==> config.mk <==
export PLATFORM = sky130hd
export DESIGN_NAME = psd_queue
export DESIGN_NICKNAME = d
export VERILOG_FILES = /design/src/sv/psd_pkg.sv /design/src/sv/psd_queue.sv
export VERILOG_INCLUDE_DIRS = /design/src /design/src/sv
export SDC_FILE = /design/constraint.sdc
export NUM_CORES = 1
export LEC_CHECK = 0
export ABC_AREA = 1
export BUFFER_PORTS_ARGS = -buffer_cell sky130_fd_sc_hd__buf_2
export CORE_MARGIN = 1
export CORE_UTILIZATION = 48
export CTS_CLUSTER_DIAMETER = 40
export DETAILED_ROUTE_END_ITERATION = 8
export GPL_TIMING_DRIVEN = 1
export PLACE_DENSITY_LB_ADDON = 0.1
export SKIP_LAST_GASP = 1
export SLEW_MARGIN = 10
export SYNTH_ARGS = -nofsm -noshare
export SYNTH_HDL_FRONTEND = slang
export SYNTH_SLANG_ARGS = --single-unit
export TNS_END_PERCENT = 20
==> constraint.sdc <==
create_clock -name clk -period 20.8 [get_ports clk]
set_input_delay 4.16 -clock clk [delete_from_list [all_inputs] [get_ports clk]]
set_output_delay 4.16 -clock clk [all_outputs]
set_load 0.02 [all_outputs]
==> src/sv/point_segment_distance_top_defines.svh <==
// Assertion macros shared by the point to segment distance RTL.
// Used by the queue and back-end modules; no other dependencies.
`ifndef POINT_SEGMENT_DISTANCE_TOP_DEFINES_SVH
`define POINT_SEGMENT_DISTANCE_TOP_DEFINES_SVH
`ifndef NO_ASSERTIONS
`define PSD_ASSERT(lbl, prop, msg) \
  lbl: assert property (@(posedge clk) disable iff (!rst_n) prop) else $error(msg);
`define PSD_ASSERT_ALWAYS(lbl, prop, msg) \
  lbl: assert property (@(posedge clk) prop) else $error(msg);
`else
`define PSD_ASSERT(lbl, prop, msg)
`define PSD_ASSERT_ALWAYS(lbl, prop, msg)
`endif
`endif

==> src/sv/psd_pkg.sv <==
// Types, constants and step functions for the point to segment distance block.
// No dependencies.
`timescale 1ns / 1ps
`default_nettype none
package psd_pkg;

  localparam int QDEPTH = 4;
  localparam int QAW = $clog2(QDEPTH);
  localparam int DIV_STEPS = 16;
  localparam int SQ_STEPS = 17;
  localparam logic [16:0] T_ONE = 17'h10000;

  typedef enum logic [1:0] {
    CLS_ZERO = 2'd0,
    CLS_ONE  = 2'd1,
    CLS_DIV  = 2'd2
  } cls_t;

  typedef struct packed {
    logic signed [16:0] dx;
    logic signed [16:0] dy;
    logic signed [16:0] qx;
    logic signed [16:0] qy;
    logic [33:0]        a;
    logic [34:0]        nb;
    cls_t               cls;
  } fq_t;

  typedef struct packed {
    logic               valid;
    logic signed [16:0] dx;
    logic signed [16:0] dy;
    logic signed [16:0] qx;
    logic signed [16:0] qy;
    logic [33:0]        a;
    logic [34:0]        r;
    logic [15:0]        q;
    cls_t               cls;
  } dv_t;

  typedef struct packed {
    logic        valid;
    logic [33:0] n;
    logic [19:0] rem;
    logic [16:0] root;
    logic [16:0] t;
  } sq_t;

  function automatic dv_t div_step(dv_t s);
    dv_t o;
    logic [35:0] r2;
    o = s;
    r2 = {s.r, 1'b0};
    if (r2 >= {2'b00, s.a}) begin
      o.r = 35'(r2 - {2'b00, s.a});
      o.q = {s.q[14:0], 1'b1};
    end else begin
      o.r = r2[34:0];
      o.q = {s.q[14:0], 1'b0};
    end
    return o;
  endfunction

  function automatic sq_t sq_step(sq_t s);
    sq_t o;
    logic [21:0] cur;
    logic [21:0] trial;
    o = s;
    cur = {s.rem, s.n[33:32]};
    trial = {3'b000, s.root, 2'b01};
    if (cur >= trial) begin
      o.rem = 20'(cur - trial);
      o.root = {s.root[15:0], 1'b1};
    end else begin
      o.rem = cur[19:0];
      o.root = {s.root[15:0], 1'b0};
    end
    o.n = {s.n[31:0], 2'b00};
    return o;
  endfunction

endpackage
`default_nettype wire

==> src/sv/psd_queue.sv <==
// Short queue between front and back ends.
// Depends on psd_pkg and the assertion macro header.
`timescale 1ns / 1ps
`default_nettype none
`include "point_segment_distance_top_defines.svh"
module psd_queue (
  input  wire logic         clk,
  input  wire logic         rst_n,
  input  wire logic         push_valid,
  output logic              push_stall,
  input  wire psd_pkg::fq_t push_data,
  output logic              pop_valid,
  input  wire logic         pop_stall,
  output psd_pkg::fq_t      pop_data
);
  import psd_pkg::*;

  fq_t mem [QDEPTH];
  logic [QAW-1:0] wr_ptr_r, rd_ptr_r;
  logic [QAW:0] cnt_r;
  logic push, pop;

  assign push_stall = (cnt_r == QAW'(0) + (QAW+1)'(QDEPTH));
  assign pop_valid = (cnt_r != '0);
  assign push = push_valid && !push_stall;
  assign pop = pop_valid && !pop_stall;
  assign pop_data = mem[rd_ptr_r];

  always_ff @(posedge clk) begin
    if (push) begin
      mem[wr_ptr_r] <= push_data;
    end
  end

  always_ff @(posedge clk) begin
    if (!rst_n) begin
      wr_ptr_r <= '0;
      rd_ptr_r <= '0;
      cnt_r <= '0;
    end else begin
      if (push) wr_ptr_r <= wr_ptr_r + 1'b1;
      if (pop) rd_ptr_r <= rd_ptr_r + 1'b1;
      cnt_r <= cnt_r + (QAW+1)'(push) - (QAW+1)'(pop);
    end
  end

  `PSD_ASSERT(a_cnt_bound, cnt_r <= (QAW+1)'(QDEPTH), "queue count above depth")
  `PSD_ASSERT(a_cnt_track, $past(push) && !$past(pop) |-> cnt_r == $past(cnt_r) + 1'b1,
    "queue count missed a push")
  `PSD_ASSERT_ALWAYS(a_rst_empty, !rst_n |=> cnt_r == '0, "queue not empty after reset")
endmodule
`default_nettype wire

-- Word-level counts from Yosys, hierarchy flattened
Memory sizes are Yosys's and may differ from the RTL's. A register that Yosys moved wholly into a read port is not among the register bits.
Cells that the tools add are included.
- mux-type cells: 4
- equal/unequal tests: 1
- reduce and logical (&&, ||, !) cells: 5
- $add $sub $neg: 4
- operator list (cell ; count):
    2-bit by 1-bit adder with 2-bit output, second input constant ; 2
    2-bit 2-to-1 mux ; 2
    3-bit by 1-bit adder with 3-bit output ; 1
    3-bit == test, second input constant ; 1
    3-bit nonzero test ; 1
    3-bit by 1-bit subtractor with 3-bit output ; 1
    1-bit logical AND ; 2
    1-bit logical NOT ; 2
    1-bit 2-to-1 mux ; 2
- input port bits: 143
- RAM bits: 556
- logic and storage cells: 18
- output and inout port bits: 141
- bits in registers: 7
- memories: 1
- memories (memory ; words ; width ; rd ports ; clocked after memory_dff ; wr ports ; RTL line ; source):
    mem ; 4 ; 139 ; 1 ; 1 ; 1 ; psd_queue.sv:18 ; fq_t mem [QDEPTH];

-- Logic depth before layout (Yosys ltp)
- word-level depth: 5
- mapped depth: 10
- mapped depth without buffers: 10

-- Worst setup path after synthesis
No wires, ideal clock.
- path type: input-to-reg
- start point: input push_valid
- end point: memory mem[0][0] in the netlist's numbering (enable)
- path slack: 10.110 ns
- required time: 20.161 ns
- data arrival time: 10.051 ns
- stages on the path: 2
- path through: nand2_1 -> nor2_1
- longest elaborated chain between the ends: 3
- ends and longest elaborated chain (what ; RTL line ; source):
    from (decl) ; psd_queue.sv:9 ; input wire logic push_valid,
    1-bit logical AND ; psd_queue.sv:25 ; assign push = push_valid && !push_stall;
    1-bit 2-to-1 mux ; psd_queue.sv:30 ; if (push) begin
    1-bit 2-to-1 mux (not written as such) ; psd_queue.sv:31 ; mem[wr_ptr_r] <= push_data;
    to (decl) ; psd_queue.sv:18 ;
No other way between the ends.

==> results.tsv <==
stage	metric	value	unit
power_and_ir_drop	netSwitchingFraction	0.303	
drt	vias_per_cell	5.38	
final_layout	nets	1843	
timing	fin_crit	7470	ps
power_and_ir_drop	p_total	3420	uW
grt	grt_max_degree	186	
grt	antenna_found_initial	10	
timing	maxSlewViolCount	0	
power_and_ir_drop	p_leak	0.00885	uW
critical_path	slowest_stage	buf_4	
yosys	synth_seq_cells	565	
placed_design	portBuffers	283	
placed_design	dp_cells	2204	
timing	tns	0	ps
grt	track_usage	0.207	
final_layout	syn_to_final_growth	19.9	%
final_layout	layout.cells.non_filler	2340	
flow_run	maxCapViolCount	0	
floorplanning	die_w	212	um
drt	post-route-drc-count	0	
critical_path	slowest_delay	820	ps
worst_hold_path	min_path_type	flip-flop to flip-flop	
critical_path	crit_fanout	90	
floorplanning	start_util	0.488	
drt	drt_pass1_iterations	6	
power_and_ir_drop	peakVddDrop	108	uV
drt	num_vias	12600	
outcome	status	completed	
drt	ant_nets	0	
floorplanning	dieHeight	212	um
critical_path	crit_family	buffers and inverters	
critical_path	crit_type	flip-flop to output pin	
placed_design	post-place-ws	13830	ps
clocking	cts_tree	done	
timing	finalSetupViolCount	0	
drt	drtIter0Drc	696	
yosys	synth.distinct_cells	20	
grt	grt_overflow	0	
critical_path	crit_path_end_kind	output pin	
clocking	postCtsHoldBufs	0	
clocking	clock_path_buffers	3	
clocking	clock-sinks	565	
yosys	syn-cell-area	21100	um^2
yosys	yosysSeqAreaShare	0.799	
timing	rsz0062_at_grt	no	
yosys	synth_cells	1411	
drt	wire_per_inst	20.0	um
yosys	syn_area_per_cell	15.0	um^2
yosys	syn_nets	1561	
timing	hold_violations	0	
grt	grt_pass1_vias	12200	
critical_path	crit_required	16640	ps
power_and_ir_drop	power_frac_clock	0.368	
timing	setup_slack	13330	ps
drt	wirelength	46.7	mm
power_and_ir_drop	power_density	135	nW/um^2
power_and_ir_drop	p_seq_frac	0.415	
timing	fin_crit_sh	0.359	
grt	grt_pass1_wl	69.6	mm
timing	tightest_slew	1050	ps
power_and_ir_drop	internal_power	2380	uW
critical_path	startpoint_type	flip-flop	
clocking	clk_latency	590	ps
critical_path	cp.arrival	3310	ps
clocking	ctsHtreeMaxLevel	3	
critical_path	path_common_cell	buf_4	
power_and_ir_drop	p_switching	1040	uW
critical_path	cp.buffers_inverters	3	
timing	maxClockFrequency	134	MHz
floorplanning	coreArea	43300	um^2
floorplanning	dieArea	44800	um^2
timing	maxSlewHeadroom	0.297	
clocking	cts_setup_buffers	0	
final_layout	drive_above_1_share	0.238	
floorplanning	boundaryPins	284	
yosys	ys.warnings.count	0	
timing	clock_skew	13.5	ps
placed_design	dp_hpwl	24.8	mm
clocking	post_cts_resized	0	
placed_design	place_congestion	0.756	
clocking	path_clk_slew	60	ps
clocking	cts-root-buf	clkbuf_16	
placed_design	placed_area	22800	um^2
power_and_ir_drop	p_comb_frac	0.217	
final_layout	design_area	25300	um^2
final_layout	fill_cells	3426	
clocking	cts_made_buffers	72	
floorplanning	rows	76	
critical_path	path_cells	buf_4 -> buf_4 -> o21ai_0 -> o22ai_1 -> buf_2	
==> worst paths after layout <==
| kind | from | end | slack (ps) | cells after the start |
|---|---|---|---|---|
| setup / recovery | flip-flop | pop_data[52] | 13330 | 5 |
| hold / removal | rd_ptr_r[0] | rd_ptr_r[0] | 490 | 2 |
| setup reg to reg | cnt_r[1] | mem[3][76] | 17850 | 5 |
| hold reg to reg | rd_ptr_r[0] | rd_ptr_r[0] | 490 | 2 |
==> power by group through the flow <==
stage	registers [uW]	logic, uW	clock network, uW
finish	1420	741	1260
detailed placement	1440	750	0
floorplan	1460	512	0
CTS	1420	752	1290
global route	1430	807	1330
global placement	1440	742	0
==> cells in the final DEF, fill, tap and decap left out, types with 2 or more instances in the layout <==
master and n:
buf_4 16, clkinv_2 4, clkbuf_1 12, inv_6 4
clkinv_1 9, edfxtp_1 556, inv_8 2, nor2_1 287
clkinvlp_4 9, ha_1 6, o22ai_1 139, nand3_1 3
o21ai_1 29, nor2_4 4, clkinv_4 5, buf_2 283
dfxtp_4 2, o21ai_0 250, clkbuf_16 78, inv_1 16
a21oi_1 5, dfxtp_1 7, diode_2 5, bufinv_16 9
nand2_1 12
==> cell usage after synthesis, drive strengths merged <==
master	number	area (um^2)
nor2	291	1090
inv	18	75.1
clkbuf	44	165
o21ai	279	1400
ha	6	75.1
nand2	12	45.0
buf	47	448
fa	1	20.0
o22ai	139	870
dfxtp	9	180
a21oi	5	25.0
edfxtp	556	16700
a21boi	1	7.51
nand3	3	15.0
==> through the flow <==
stage	hold slack (ps)	util
floorplan	448	-
global placement	464	0.527
detailed placement	478	0.527
CTS	494	0.585
global route	522	0.585
finish	488	0.585
==> registers in the layout, summed over array words and instances, names as in the netlist, named ones only <==
name / count
rd_ptr_r: 2
wr_ptr_r: 2
mem: 556
cnt_r: 3
==> worst register-to-register path, cell delays in order, from the launching register on <==
cell and delay [ps]:
dfxtp_1 410, nor2_1 100, nand2_1 170, nand2_1 300
nor2_4 660, buf_4 860
==> cell type report <==
type / instances / area, um^2 / share of cell area
antenna: 5 / 12.5 / 0.000494
clock inverter: 41 / 489 / 0.0193
multi-input combinational: 737 / 3580 / 0.141
timing repair buffer: 299 / 1540 / 0.0607
tap: 585 / 732 / 0.0289
inverter: 18 / 80.1 / 0.00316
sequential: 565 / 16900 / 0.667
clock buffer: 90 / 2000 / 0.0789
==> metal layers <==
| metal | up-vias | global-route usage | part of all wire |
|---|---|---|---|
| met4 | 14 | 0.0745 | 0.022 |
| li1 | 5921 | - | - |
| met1 | 6239 | 0.270 | 0.43 |
| met3 | 73 | 0.0639 | 0.074 |
| met2 | 348 | 0.327 | 0.47 |
| met5 | - | 0 | 0.0019 |
==> logic make-up after synthesis <==
logic type      share of synthesized area
compound gates                      0.109
fa+ha+maj                         0.00450
buf+inv                            0.0326
flops                               0.799
simple gates                       0.0546
Power figures use the tool's default switching activity.
