==> config.mk <==
export PLATFORM = sky130hd
export DESIGN_NAME = psd_front
export DESIGN_NICKNAME = d
export VERILOG_FILES = /design/src/sv/point_segment_distance_top_defines.svh /design/src/sv/psd_pkg.sv /design/src/sv/psd_front.sv
export SDC_FILE = /design/constraint.sdc
export NUM_CORES = 2
export LEC_CHECK = 0
export BUFFER_PORTS_ARGS = -buffer_cell sky130_fd_sc_hd__buf_4
export CAP_MARGIN = 20
export CORE_MARGIN = 3
export CORE_UTILIZATION = 56
export DETAILED_ROUTE_END_ITERATION = 8
export PLACE_DENSITY = 0.81
export SLEW_MARGIN = 20
export SYNTH_ARGS = -nofsm -noshare
export SYNTH_HDL_FRONTEND = slang
export SYNTH_SLANG_ARGS = --single-unit
export TNS_END_PERCENT = 5
==> constraint.sdc <==
create_clock -name clk -period 34.6 [get_ports clk]
set_input_delay 1.73 -clock clk [delete_from_list [all_inputs] [get_ports clk]]
set_output_delay 1.73 -clock clk [all_outputs]
set_load 0.02 [all_outputs]
==> src/sv/point_segment_distance_top_defines.svh <==
// Assertion macros shared by the point to segment distance RTL.
// Used by the queue and back-end modules; no other dependencies.
`ifndef POINT_SEGMENT_DISTANCE_TOP_DEFINES_SVH
`define POINT_SEGMENT_DISTANCE_TOP_DEFINES_SVH
`ifndef NO_ASSERTIONS
`define PSD_ASSERT(lbl, prop, msg) \
  lbl: assert property (@(posedge clk) disable iff (!rst_n) prop) else $error(msg);
`define PSD_ASSERT_ALWAYS(lbl, prop, msg) \
  lbl: assert property (@(posedge clk) prop) else $error(msg);
`else
`define PSD_ASSERT(lbl, prop, msg)
`define PSD_ASSERT_ALWAYS(lbl, prop, msg)
`endif
`endif

==> src/sv/psd_pkg.sv <==
// Types, constants and step functions for the point to segment distance block.
// No dependencies.
`timescale 1ns / 1ps
`default_nettype none
package psd_pkg;

  localparam int QDEPTH = 4;
  localparam int QAW = $clog2(QDEPTH);
  localparam int DIV_STEPS = 16;
  localparam int SQ_STEPS = 17;
  localparam logic [16:0] T_ONE = 17'h10000;

  typedef enum logic [1:0] {
    CLS_ZERO = 2'd0,
    CLS_ONE  = 2'd1,
    CLS_DIV  = 2'd2
  } cls_t;

  typedef struct packed {
    logic signed [16:0] dx;
    logic signed [16:0] dy;
    logic signed [16:0] qx;
    logic signed [16:0] qy;
    logic [33:0]        a;
    logic [34:0]        nb;
    cls_t               cls;
  } fq_t;

  typedef struct packed {
    logic               valid;
    logic signed [16:0] dx;
    logic signed [16:0] dy;
    logic signed [16:0] qx;
    logic signed [16:0] qy;
    logic [33:0]        a;
    logic [34:0]        r;
    logic [15:0]        q;
    cls_t               cls;
  } dv_t;

  typedef struct packed {
    logic        valid;
    logic [33:0] n;
    logic [19:0] rem;
    logic [16:0] root;
    logic [16:0] t;
  } sq_t;

  function automatic dv_t div_step(dv_t s);
    dv_t o;
    logic [35:0] r2;
    o = s;
    r2 = {s.r, 1'b0};
    if (r2 >= {2'b00, s.a}) begin
      o.r = 35'(r2 - {2'b00, s.a});
      o.q = {s.q[14:0], 1'b1};
    end else begin
      o.r = r2[34:0];
      o.q = {s.q[14:0], 1'b0};
    end
    return o;
  endfunction

  function automatic sq_t sq_step(sq_t s);
    sq_t o;
    logic [21:0] cur;
    logic [21:0] trial;
    o = s;
    cur = {s.rem, s.n[33:32]};
    trial = {3'b000, s.root, 2'b01};
    if (cur >= trial) begin
      o.rem = 20'(cur - trial);
      o.root = {s.root[15:0], 1'b1};
    end else begin
      o.rem = cur[19:0];
      o.root = {s.root[15:0], 1'b0};
    end
    o.n = {s.n[31:0], 2'b00};
    return o;
  endfunction

endpackage
`default_nettype wire

==> src/sv/psd_front.sv <==
// Front end: takes queries, forms the segment terms and classifies the projection.
// Depends on psd_pkg.
`timescale 1ns / 1ps
`default_nettype none
module psd_front (
  input  wire logic               clk,
  input  wire logic               rst_n,
  input  wire logic               in_valid,
  output logic                    in_stall,
  input  wire logic signed [15:0] in_point_x,
  input  wire logic signed [15:0] in_point_y,
  input  wire logic signed [15:0] in_start_x,
  input  wire logic signed [15:0] in_start_y,
  input  wire logic signed [15:0] in_end_x,
  input  wire logic signed [15:0] in_end_y,
  output logic                    fq_valid,
  input  wire logic               fq_stall,
  output psd_pkg::fq_t            fq_data
);
  import psd_pkg::*;

  logic en;
  logic v1_r, v2_r, v3_r, v4_r;
  logic signed [16:0] dx1_r, dy1_r, qx1_r, qy1_r;
  logic signed [16:0] dx2_r, dy2_r, qx2_r, qy2_r;
  logic signed [33:0] pxx_r, pyy_r, pbx_r, pby_r;
  logic signed [16:0] dx3_r, dy3_r, qx3_r, qy3_r;
  logic [33:0] a3_r;
  logic [34:0] nb3_r;
  fq_t out_r;
  cls_t cls_nxt;

  assign en = !(v4_r && fq_stall);
  assign in_stall = !en;

  always_comb begin
    priority if (a3_r == '0 || nb3_r[34] || nb3_r == '0) begin
      cls_nxt = CLS_ZERO;
    end else if ($signed(nb3_r) >= $signed({1'b0, a3_r})) begin
      cls_nxt = CLS_ONE;
    end else begin
      cls_nxt = CLS_DIV;
    end
  end

  always_ff @(posedge clk) begin
    if (!rst_n) begin
      v1_r <= 1'b0;
      v2_r <= 1'b0;
      v3_r <= 1'b0;
      v4_r <= 1'b0;
    end else if (en) begin
      v1_r <= in_valid;
      v2_r <= v1_r;
      v3_r <= v2_r;
      v4_r <= v3_r;
    end
  end

  always_ff @(posedge clk) begin
    if (en) begin
      dx1_r <= {in_end_x[15], in_end_x} - {in_start_x[15], in_start_x};
      dy1_r <= {in_end_y[15], in_end_y} - {in_start_y[15], in_start_y};
      qx1_r <= {in_point_x[15], in_point_x} - {in_start_x[15], in_start_x};
      qy1_r <= {in_point_y[15], in_point_y} - {in_start_y[15], in_start_y};
      pxx_r <= dx1_r * dx1_r;
      pyy_r <= dy1_r * dy1_r;
      pbx_r <= dx1_r * qx1_r;
      pby_r <= dy1_r * qy1_r;
      dx2_r <= dx1_r;
      dy2_r <= dy1_r;
      qx2_r <= qx1_r;
      qy2_r <= qy1_r;
      a3_r <= 34'(pxx_r + pyy_r);
      nb3_r <= {pbx_r[33], pbx_r} + {pby_r[33], pby_r};
      dx3_r <= dx2_r;
      dy3_r <= dy2_r;
      qx3_r <= qx2_r;
      qy3_r <= qy2_r;
      out_r.dx <= dx3_r;
      out_r.dy <= dy3_r;
      out_r.qx <= qx3_r;
      out_r.qy <= qy3_r;
      out_r.a <= a3_r;
      out_r.nb <= nb3_r;
      out_r.cls <= cls_nxt;
    end
  end

  assign fq_valid = v4_r;
  assign fq_data = out_r;
endmodule
`default_nettype wire

* Word level (Yosys, flattened, before mapping)
Index checks and enable logic that the tools add are counted.
** Storage, ports and cells
- Flip-flop bits (word level) :: 552
- Input port bits :: 100
- Output and inout port bits :: 141
** Operators by class
- Add/sub/neg operators :: 6
- Multiply operators :: 4
- $lt $le $gt $ge :: 1
- Multiplexer cells :: 1
- Reductions and logical operators :: 5
** Operator list (number)
- $mul A17 B17 Y34 :: 4
- $sub A16 B16 Y17 :: 4
- $add A34 B34 Y35 :: 1
- $ge A35 B35 Y1 :: 1
- $logic_not A35 Y1 :: 1
- $add A34 B34 Y34 :: 1
- $logic_not A34 Y1 :: 1
- $logic_or A1 B1 Y1 :: 2
- $mux W2 :: 1
- $logic_and A1 B1 Y1 :: 1

* Logic depth before layout (Yosys ltp)
- Depth after elaboration :: 3
- Depth in mapped cells :: 26

* Worst setup path after synthesis
Ideal clock, no wire load.
- Kind :: input to output
- Start point :: input port fq_stall
- End point :: output port in_stall
- Data arrival time :: 15885 ps
- Required time :: 32870 ps
- Path slack :: 16985 ps
- Cell stages on the path :: 2
- Path through :: nand2_1 > inv_1
** Between the ends
- Longest elaborated chain between the ends :: 1
** Ends and longest elaborated chain
- start: declaration :: RTL line psd_front.sv:17 : input wire logic fq_stall,
- $logic_and A1 B1 Y1 :: RTL line psd_front.sv:33 : assign en = !(v4_r && fq_stall);
- end: declaration :: RTL line psd_front.sv:9 : output logic in_stall,
No other way between the ends.

* Worst setup path after layout
- Start point :: register dx1_r[2]
- End point :: register pxx_r[33], data pin
** Between the ends
- Longest elaborated chain between the ends :: 1
** Ends and longest elaborated chain
- start: declaration :: RTL line psd_front.sv:24 : logic signed [16:0] dx1_r, dy1_r, qx1_r, qy1_r;
- start signal: assignment :: RTL line psd_front.sv:62 : dx1_r <= {in_end_x[15], in_end_x} - {in_start_x[15], in_start_x};
- $mul A17 B17 Y34 :: RTL line psd_front.sv:66 : pxx_r <= dx1_r * dx1_r;
- end signal: assignment :: RTL line psd_front.sv:66
- end: declaration :: RTL line psd_front.sv:26 : logic signed [33:0] pxx_r, pyy_r, pbx_r, pby_r;
No other way between the ends.
A chain may end at the register's enable or synchronous reset.

==> flow_summary.ini <==
[synthesis]
synth_seq_area_share = 0.2529
ys_warn_count = 0
synth_cell_type_count = 90
ys_ff_latch = 548
ys_async_sr_fraction = 0
synth_edf_count = 544
syn-cell-area_um2 = 64910
syn_inst = 6072
synth.avg_cell_area_um2 = 10.69
ys.flop_type = edfxtp_1
synth_fp_nets = 7815

[critical_path]
cp_common_cell = fa_1
path_class = flip-flop to flip-flop
cp-endpoint = pxx_r[33]
reg2reg_slack_ns = 27.39
r2r-start = dx1_r[2]
rr_worst_depth = 19
cp_max_fo = 21
start_kind = flip-flop
crit_arrival_ns = 7.63
crit_path_max_incr_delay_ns = 0.94
crit_start = dx1_r[2]
cpMaxStageDelayCell = fa_1
crit_required_ns = 35.02
r2r_end = pxx_r[33]
setup.worst_path.end_class = flip-flop
crit_chain = buf_4 > and2_1 > fa_1 > fa_1 > fa_1 > fa_1 > fa_1 > inv_1 > fa_1 > inv_1 > ha_1 > inv_1 > or3_1 > o22ai_1 > o21a_1 > a311oi_1 > o31ai_1 > a21oi_1 > xnor2_1

[clock_tree]
cts-resized-gates = 0
cts_setup_buffers = 0
clk_latency_ns = 0.67
cts_buffers = 58
clock_path_buffers = 3
cts_hold_buf = 0
clkTransAtPathRegs_ns = 0.06
cts-htree-levels = 2
cts_sinks = 548
cts_tree = built
root_buffer = clkbuf_16

[cells_and_area]
fin_area_um2 = 70230
register_area_um2 = 16420
drive_above_1_share = 0.06863
fin_nets = 7989
diodes = 0
area.growth.synth_to_final_pct = 8.202
multi_input_area_um2 = 42500
final_util = 0.6125
most-common-layout-cells = inv_1, fa_1, edfxtp_1, nand2_1, ha_1
fillCellCount = 8795
layout_commonest_cell = inv_1

[sta]
period_share = 0.2084
maxSlewHeadroom = 0.2746
setup_viol = 0
tns_ns = 0
slew_viol_final = 0
fin_crit_ns = 7.211
tightest_slew_ns = 1.088
skew_ns = 0.03911
fmax_ghz = 0.1387
rsz0062_at_grt = false
hold_viol = 0
holdWs_ns = 0.4062

[grt]
overflow = 0
grt_pass1_wl_um = 236700
grt_pass1_vias = 47140
grt_usage = 0.2468
grt_start_max_net_pins = 87
antenna_found_initial = 2

[drt]
drtIter0Drc = 3041
post-route-drc-count = 0
routed_via_density = 5.508
wl_per_cell_um = 18.29
wl_met2_um = 72130
wl_um = 142800
firstDrtPassIters = 6
wl_met3_um = 10980
vias = 43000
met1Wirelength_um = 54460
maxUsedRoutingLayer = met4
antenna_left = 0

[floorplanning]
num_rows = 124
core_area_um2 = 114700
start_util = 0.5661
io_pins = 241
die_y_um = 346.5
fp.dieArea_um2 = 120000
die_x_um = 346.5

[job]
maxCapViolations = 0

[place]
portBuffers = 240
gp_congestion = 0.9061
dp_hpwl_um = 111000
place_area_um2 = 68290

[worst_hold_path]
hp-class = flip-flop to flip-flop
worstHoldStart = qy3_r[4]

[status]
outcome = completed
-- metrics by stage --
step | setup slack, ns | std cells
finish | 27.39 | 7807
global route | 27.11 | 7807
CTS | 27.44 | 7807
detailed placement | 27.47 | 7698
global placement | 27.62 | 7698
floorplan | 16.99 | 6072
-- per-layer routing --
| metal | GRT usage | vias to the layer above |
|---|---|---|
| met5 | 0 | - |
| li1 | - | 19330 |
| met3 | 0.04316 | 342 |
| met1 | 0.3127 | 21890 |
| met4 | 0.08962 | 0 |
| met2 | 0.4274 | 1438 |
-- worst max-delay path: cells and delay by family, from the launching register on --
| family | cells | cell delay, ns |
|---|---|---|
| compound gates | 5 | 1.12 |
| flops | 1 | 0.82 |
| fa+ha+maj | 7 | 3.84 |
| xor+xnor | 1 | 0.08 |
| buf+inv | 4 | 0.65 |
| simple gates | 2 | 0.43 |
-- cell type report --
cell class | count | area share
Timing Repair Buffer | 283 | 0.03025
Clock inverter | 41 | 0.006129
Clock buffer | 68 | 0.02150
Sequential cell | 548 | 0.2337
Inverter | 1428 | 0.07632
Tap cell | 1512 | 0.02694
Multi-Input combinational cell | 3927 | 0.6051
-- cells by family after synthesis --
group                      Yosys count  synth area share
adders and majority gates         1643            0.4472
buffers and inverters             1597           0.09245
and+or+nand+nor                   1422            0.1094
AOI/OAI and AO/OA                  601           0.06267
DFF                                548            0.2529
xor gates and xnor gates           256           0.03454
muxes                                5         0.0008096
-- cell usage after synthesis, drive strengths merged, types with 21 or more instances --
cell type / count / area, µm²
a211oi: 25 / 192.7
a21o: 67 / 503.0
a21oi: 165 / 844.6
a31oi: 21 / 152.6
and2: 411 / 2572
and3: 24 / 150.1
clkbuf: 161 / 604.3
edfxtp: 544 / 16340
fa: 1128 / 22580
ha: 515 / 6444
inv: 1428 / 5360
nand2: 520 / 1954
nand2b: 32 / 202.7
nand3: 43 / 215.2
nor2: 181 / 681.9
nor2b: 55 / 344.1
nor3: 56 / 280.3
nor4: 26 / 177.7
o21a: 41 / 307.8
o21ai: 115 / 579.3
o21bai: 27 / 206.5
xnor2: 207 / 1813
xor2: 49 / 429.2
-- worst min-delay path by stage --
stage	to	slack, ns	cells after the start
after floorplan	dx3_r[10]	0.40	0
after global placement	fq_data[118]	0.40	0
after detailed placement	dx3_r[13]	0.40	0
after CTS	fq_data[75]	0.41	0
after global routing	dx3_r[7]	0.42	0
final	fq_data[75]	0.41	0
-- registers in the layout, indices dropped and copies added (netlist names), 32 cells and up --
name,cells
fq_data,139
a3_r,34
pxx_r,32
pby_r,34
pyy_r,32
pbx_r,34
nb3_r,35
Power is not shown: default switching activity piles up to over one toggle a cycle in this logic, so the estimate is an artifact.
